===== src/assert_macros.svh =====
// Assertion macros for the filter block's RTL, used by its controller.
`ifndef ASSERT_MACROS_SVH
`define ASSERT_MACROS_SVH
`ifndef NO_ASSERTIONS
`define CWBM_ASSERT(lbl, clk, rst, prop) \
  lbl: assert property (@(posedge clk) disable iff (rst) prop) else $error("check failed");
`define CWBM_ASSERT_NR(lbl, clk, prop) \
  lbl: assert property (@(posedge clk) prop) else $error("check failed");
`else
`define CWBM_ASSERT(lbl, clk, rst, prop)
`define CWBM_ASSERT_NR(lbl, clk, prop)
`endif
`endif


===== src/cwbm_pkg.sv =====
// Package with the types, codes and constants of the centre-weighted mean filter.
`default_nettype none
package cwbm_pkg;
  localparam int unsigned MAX_HALF_WIDTH_DEF  = 8;
  localparam int unsigned MAX_IMAGE_WIDTH_DEF = 1024;
  localparam int unsigned PIXEL_BITS_DEF      = 16;
  localparam int unsigned MAX_IMAGE_HEIGHT    = 4096;

  localparam int unsigned ROW_W      = 13;
  localparam int unsigned OROW_W     = 12;
  localparam int unsigned HW_REG_W   = 4;
  localparam int unsigned WQ_W       = 10;
  localparam int unsigned IW_W       = 11;
  localparam int unsigned IH_W       = 13;
  localparam int unsigned CFG_IDX_W  = 2;
  localparam int unsigned CFG_DATA_W = 16;

  localparam logic OP_PIXEL = 1'b0;
  localparam logic OP_DRAIN = 1'b1;

  typedef enum logic [CFG_IDX_W-1:0] {
    CFG_HALF_WIDTH,
    CFG_WEIGHT,
    CFG_IMG_WIDTH,
    CFG_IMG_HEIGHT
  } cfg_idx_t;

  typedef enum logic [2:0] {
    S_IDLE,
    S_CHECK,
    S_SUM,
    S_FLUSH,
    S_MUL,
    S_ADD,
    S_DIVGO,
    S_DIV
  } ctrl_state_t;

  typedef struct packed {
    logic take;
    logic sum_init;
    logic sum_step;
    logic mul;
    logic add;
    logic div_start;
    logic load_out;
  } cmd_t;

  typedef struct packed {
    logic win_ready;
    logic sum_last;
    logic div_done;
    logic out_free;
  } sts_t;
endpackage
`default_nettype wire


===== src/cwbm_ctrl.sv =====
// Controller state machine that sequences one request through the datapath.
`default_nettype none
`include "assert_macros.svh"
module cwbm_ctrl import cwbm_pkg::*; (
  input  wire logic clk,
  input  wire logic rst,
  input  wire logic in_valid,
  input  wire sts_t sts,
  output cmd_t      cmd
);
  ctrl_state_t state;
  ctrl_state_t state_next;

  always_ff @(posedge clk) begin
    if (rst) begin
      state <= S_IDLE;
    end else begin
      state <= state_next;
    end
  end

  always_comb begin
    state_next = state;
    cmd        = '0;
    unique case (state)
      S_IDLE: begin
        cmd.take = 1'b1;
        if (in_valid) begin
          state_next = S_CHECK;
        end
      end
      S_CHECK: begin
        if (sts.win_ready) begin
          cmd.sum_init = 1'b1;
          state_next   = S_SUM;
        end else begin
          state_next = S_IDLE;
        end
      end
      S_SUM: begin
        cmd.sum_step = 1'b1;
        if (sts.sum_last) begin
          state_next = S_FLUSH;
        end
      end
      S_FLUSH: begin
        state_next = S_MUL;
      end
      S_MUL: begin
        cmd.mul    = 1'b1;
        state_next = S_ADD;
      end
      S_ADD: begin
        cmd.add    = 1'b1;
        state_next = S_DIVGO;
      end
      S_DIVGO: begin
        cmd.div_start = 1'b1;
        state_next    = S_DIV;
      end
      S_DIV: begin
        if (sts.div_done) begin
          if (sts.out_free) begin
            cmd.load_out = 1'b1;
            state_next   = S_IDLE;
          end
        end
      end
      default: begin
        state_next = S_IDLE;
      end
    endcase
  end

  `CWBM_ASSERT(a_accept_to_check, clk, rst, (state == S_IDLE && in_valid) |=> (state == S_CHECK))
  `CWBM_ASSERT(a_sum_holds, clk, rst, (state == S_SUM && !sts.sum_last) |=> (state == S_SUM))
  `CWBM_ASSERT(a_load_to_idle, clk, rst, cmd.load_out |=> (state == S_IDLE))
endmodule
`default_nettype wire


===== config.mk =====
export PLATFORM = sky130hd
export DESIGN_NAME = cwbm_ctrl
export DESIGN_NICKNAME = d
export VERILOG_FILES = /design/src/cwbm_pkg.sv /design/src/cwbm_ctrl.sv
export VERILOG_INCLUDE_DIRS = /design/src /design/src/src
export SDC_FILE = /design/constraint.sdc
export NUM_CORES = 1
export LEC_CHECK = 0
export BUFFER_PORTS_ARGS = -buffer_cell sky130_fd_sc_hd__buf_2
export CAP_MARGIN = 20
export CORE_AREA = 2 2 39 41
export DETAILED_ROUTE_END_ITERATION = 7
export DIE_AREA = 0 0 41 43
export MAX_ROUTING_LAYER = met4
export PLACE_DENSITY = 0.4
export SETUP_SLACK_MARGIN = 0.5
export SLEW_MARGIN = 0
export SYNTH_ARGS = -nofsm -noshare
export SYNTH_HDL_FRONTEND = slang
export SYNTH_SLANG_ARGS = --single-unit

===== constraint.sdc =====
create_clock -name clk -period 1.29 [get_ports clk]
set_input_delay 0.1935 -clock clk [delete_from_list [all_inputs] [get_ports clk]]
set_output_delay 0.1935 -clock clk [all_outputs]
set_load 0.02 [all_outputs]

## Yosys cells after proc, flatten, opt, wreduce, memory -nomap -nowiden

Index checks and enable logic that the tools add are counted.

- Multiply operators: 0
- Shifts and indexed selects: 0
- Reduce and logical (&&, ||, !) cells: 2
- Bitwise logic cells: 0
- Div/mod/pow operators: 0
- Equal/unequal tests: 11
- Multiplexer cells: 16
- Magnitude comparators: 0
- Add/subtract/negate cells: 0

Operators with widths:

| kind | count |
|---|---|
| $pmux 3 s8 | 1 |
| $eq 3x3->1 const B | 4 |
| $mux 3 | 4 |
| $mux 1 | 10 |
| $ne 2x2->1 const B | 4 |
| $eq 3x2->1 const B | 2 |
| $reduce_and 4->1 | 1 |
| $eq 3x1->1 const B | 1 |
| $logic_not 3->1 | 1 |
| $mux 2 | 1 |

- Input port bits: 7
- Memories: 0
- Output and inout bits: 7
- Bits in latches: 0
- Bits in read-only memories: 0
- Memory bits (writable): 0
- Bits in registers: 3
- Logic and storage cells: 30

## Depth between registers and ports, before layout

- Word-level depth: 3
- Mapped depth: 4
- Gate-level depth less buffers: 3

## Least setup slack after synthesis

OpenSTA, ideal clock, no wires.

- Kind: register -> output
- Start: register state[0]
- End: output cmd[2] (netlist bit)
- Slack: 0.112 ns
- Cell stages (with the launch flop): 4
- Arrival: 0.985 ns
- Data required time: 1.097 ns
- Cells stage by stage: dfxtp_1 > buf_6 > inv_1 > nor3_1

RTL lines:

| what | RTL line | text |
|---|---|---|
| start: declaration | cwbm_ctrl.sv:11 | `ctrl_state_t state;` |
| start signal: assignment | cwbm_ctrl.sv:18 | `state <= state_next;` |
| end: declaration | cwbm_ctrl.sv:9 | `output cmd_t cmd` |

==> impl_metrics.ini <==
[global_routing]
grt_pass1_wl_um = 1324
grt_start_max_net_pins = 9
number_of_antenna_violations_at_the_first_check_in_global_routing = 0
first_global_vias = 320
globalRouteTotalUtil_pct = 11.44
overflow = 0

[floorplanning]
num_rows = 14
vertical_die_dimension_um = 43
die_w_um = 41
initial_utilization_pct = 14.47
die_area_mm2 = 0.001763
design.core.area_mm2 = 0.001384
top_level_ports = 14

[power_and_ir_drop]
power_dens_cells_mw_per_mm2 = 885.0
design_power_total_uw = 472.8
leakagePower_nw = 0.2209
ir_worst_vdd_mv = 0.2855

[clock_tree]
tritoncts_num_sinks = 3
cts_tree = built
cts_hold_buf = 0
clkSlewWorstSetupHoldPaths_ps = 40
root_buffer_master = sky130_fd_sc_hd__clkbuf_4
ctsHtreeMaxLevel = 1
worst_skew_pair.late_latency_ps = 240
cts_buffers = 3
ctsLongestPathBuffers = 2

[sta]
rel_slew_slack_pct = 88.22
holdWs_ps = 150.6
timing.clock.skew_ps = 9.581
finalSetupViolations = 0
min_period_ps = 1246
worstMarginPinSlew_ps = 175.6
report.final.hold_viol_count = 0
part_of_the_cycle_the_worst_path_needs_pct = 96.59
maximum_operating_frequency_mhz = 802.5
final_max_slew_viol_count = 0
setup_repair_after_global_routing_missed_its_margin = true

[layout]
final_common_cell = sky130_fd_sc_hd__buf_6
area.sequential_um2 = 71.32
final_layout_size_suffix_gt1_share_pct = 81.13
layout.cells.most_common_list = sky130_fd_sc_hd__buf_6 (11), sky130_fd_sc_hd__buf_4 (8), sky130_fd_sc_hd__buf_2 (6)
most_flops_register = state
largest_reg_flops = 3
num-fill-cells = 154
registers_with_the_highest_flip_flop_counts = state x3
finish.cell_count_without_fillers = 69
nNetsFinal = 61
antenna-diode-count = 0
area_used_by_multi_input_combinational_logic_um2 = 176.4
area_growth_syn_to_layout_pct = 166.9

[yosys]
synth.distinct_cells = 16
syn-mean-instance-area_um2 = 7.700
syn_inst = 26
synthXorXnorAreaFrac_pct = 0
synth_mux_area_share_pct = 0
seq_area_frac_synth_pct = 30.00
synthTopCellsByArea = sky130_fd_sc_hd__dfxtp_1 (30%), sky130_fd_sc_hd__nor3_1 (15%), sky130_fd_sc_hd__buf_6 (11%)
syn_area_um2 = 200.2
synth_simple_gate_area_share_pct = 30.63
synth_fa_ha_area_share_pct = 0
area_share_of_the_largest_cell_type_after_synthesis_pct = 30.00
total_nets_after_synthesis = 33
synth_compound_gate_area_share_pct = 22.50
synth_top_family_by_area = simple AND/OR/NAND/NOR gates
synth_area_leader_cell = sky130_fd_sc_hd__dfxtp_1
yosysWarnings = 0
yosys_register_bits = 3

[route]
drt-initial-drc-count = 6
totalWireLength_um = 807
via_count = 324
m1_wl_um = 320
route.detailed.vias_per_inst = 4.696
wl_per_cell_um = 11.70
antenna_left = 0
dr_wl_met2_um = 429
drt-pass1-iter-count = 4
wire_length_on_met3_um = 51
detail_route.drc_violations = 0
topRoutingLayerUsed = met4

[setup_path]
crit_path_class = reg -> out
worstPathRequired_ps = 1100
crit_arrival_ps = 1050
critical_path.endpoint_type = output pin
critical_path_peak_fanout = 6
start_kind = flop

[placement]
port-buffer-count = 13
gp_congestion = 0.6971
hpwl_um = 530.1
dp.cells = 54

[outcome]
status = finished, final reports clean

[job]
max-cap-violations = 0

[worst_hold_path]
hp-class = in -> reg
[synth_stat cells (all sizes together)]
library cell  n
buf           2
a221oi        1
nor3          6
o21ai         1
nand3         1
inv           3
a211oi        1
nor3b         1
a21boi        1
a21oi         2
nand4         1
dfxtp         3
and4          1
a31oi         1
nor2          1
[logic make-up after synthesis]
kind of cell	after synthesis
buffers and inverters	5
flip-flops	3
AND/OR/NAND/NOR	11
AO/OA/AOI/OAI	7
[path summary, 6_finish.rpt]
kind	start	endpoint	slack [ps]	depth (start not counted)
worst min register to register	state[0]	state[1]	570	2
worst max register to register	state[1]	state[1]	170	5
worst max-delay path	state[1]	cmd[0]	40	3
worst min-delay path	rst	state[1]	150	2
[area by class of cell]
type | instances | share of cell area [%]
clock buffer | 4 | 4.918
inverter | 3 | 4.918
multi-input combinational | 18 | 33.02
sequential | 3 | 13.35
tap | 16 | 3.747
timing repair buffer | 25 | 40.05
[worst max-delay path: stages, from the launching register on]
cell and delay (ps):
sky130_fd_sc_hd__dfxtp_4 410, sky130_fd_sc_hd__nand4_1 150, sky130_fd_sc_hd__nor2_4 130, sky130_fd_sc_hd__buf_6 120
[through the flow]
| stage | setup WS, ps | cell area [um^2] | util [%] | setup TNS, ps |
|---|---|---|---|---|
| after detailed placement | 104.7 | 347.8 | 25.14 | 0 |
| after CTS | 27.01 | 485.5 | 35.08 | 0 |
| after global routing | -17.30 | 534.3 | 38.61 | -17.30 |
| after global placement | 151.9 | 347.8 | 25.14 | 0 |
| after floorplan | 332.3 | 281.5 | - | 0 |
| final | 43.94 | 534.3 | 38.61 | 0 |
[timing repair]
action                     in CTS  in global routing
buffers inserted                7                  4
resized for setup              19                  5
pin swaps                       1                  8
setup endpoints to repair      10                 10
[metal layers]
| metal | GRT usage, % | vias to the layer above |
|---|---|---|
| met4 | 6.000 | 0 |
| met1 | 12.62 | 154 |
| met2 | 16.88 | 17 |
| li1 | - | 151 |
| met5 | - | - |
| met3 | 4.712 | 2 |
[where the power goes]
group	switching [mW]	internal (mW)	total [mW]
sequential	0.0246	0.101	0.126
clock	0.0549	0.116	0.171
combinational	0.0799	0.0957	0.176
total	0.159	0.313	0.473
(Power assumes the default switching activity.)
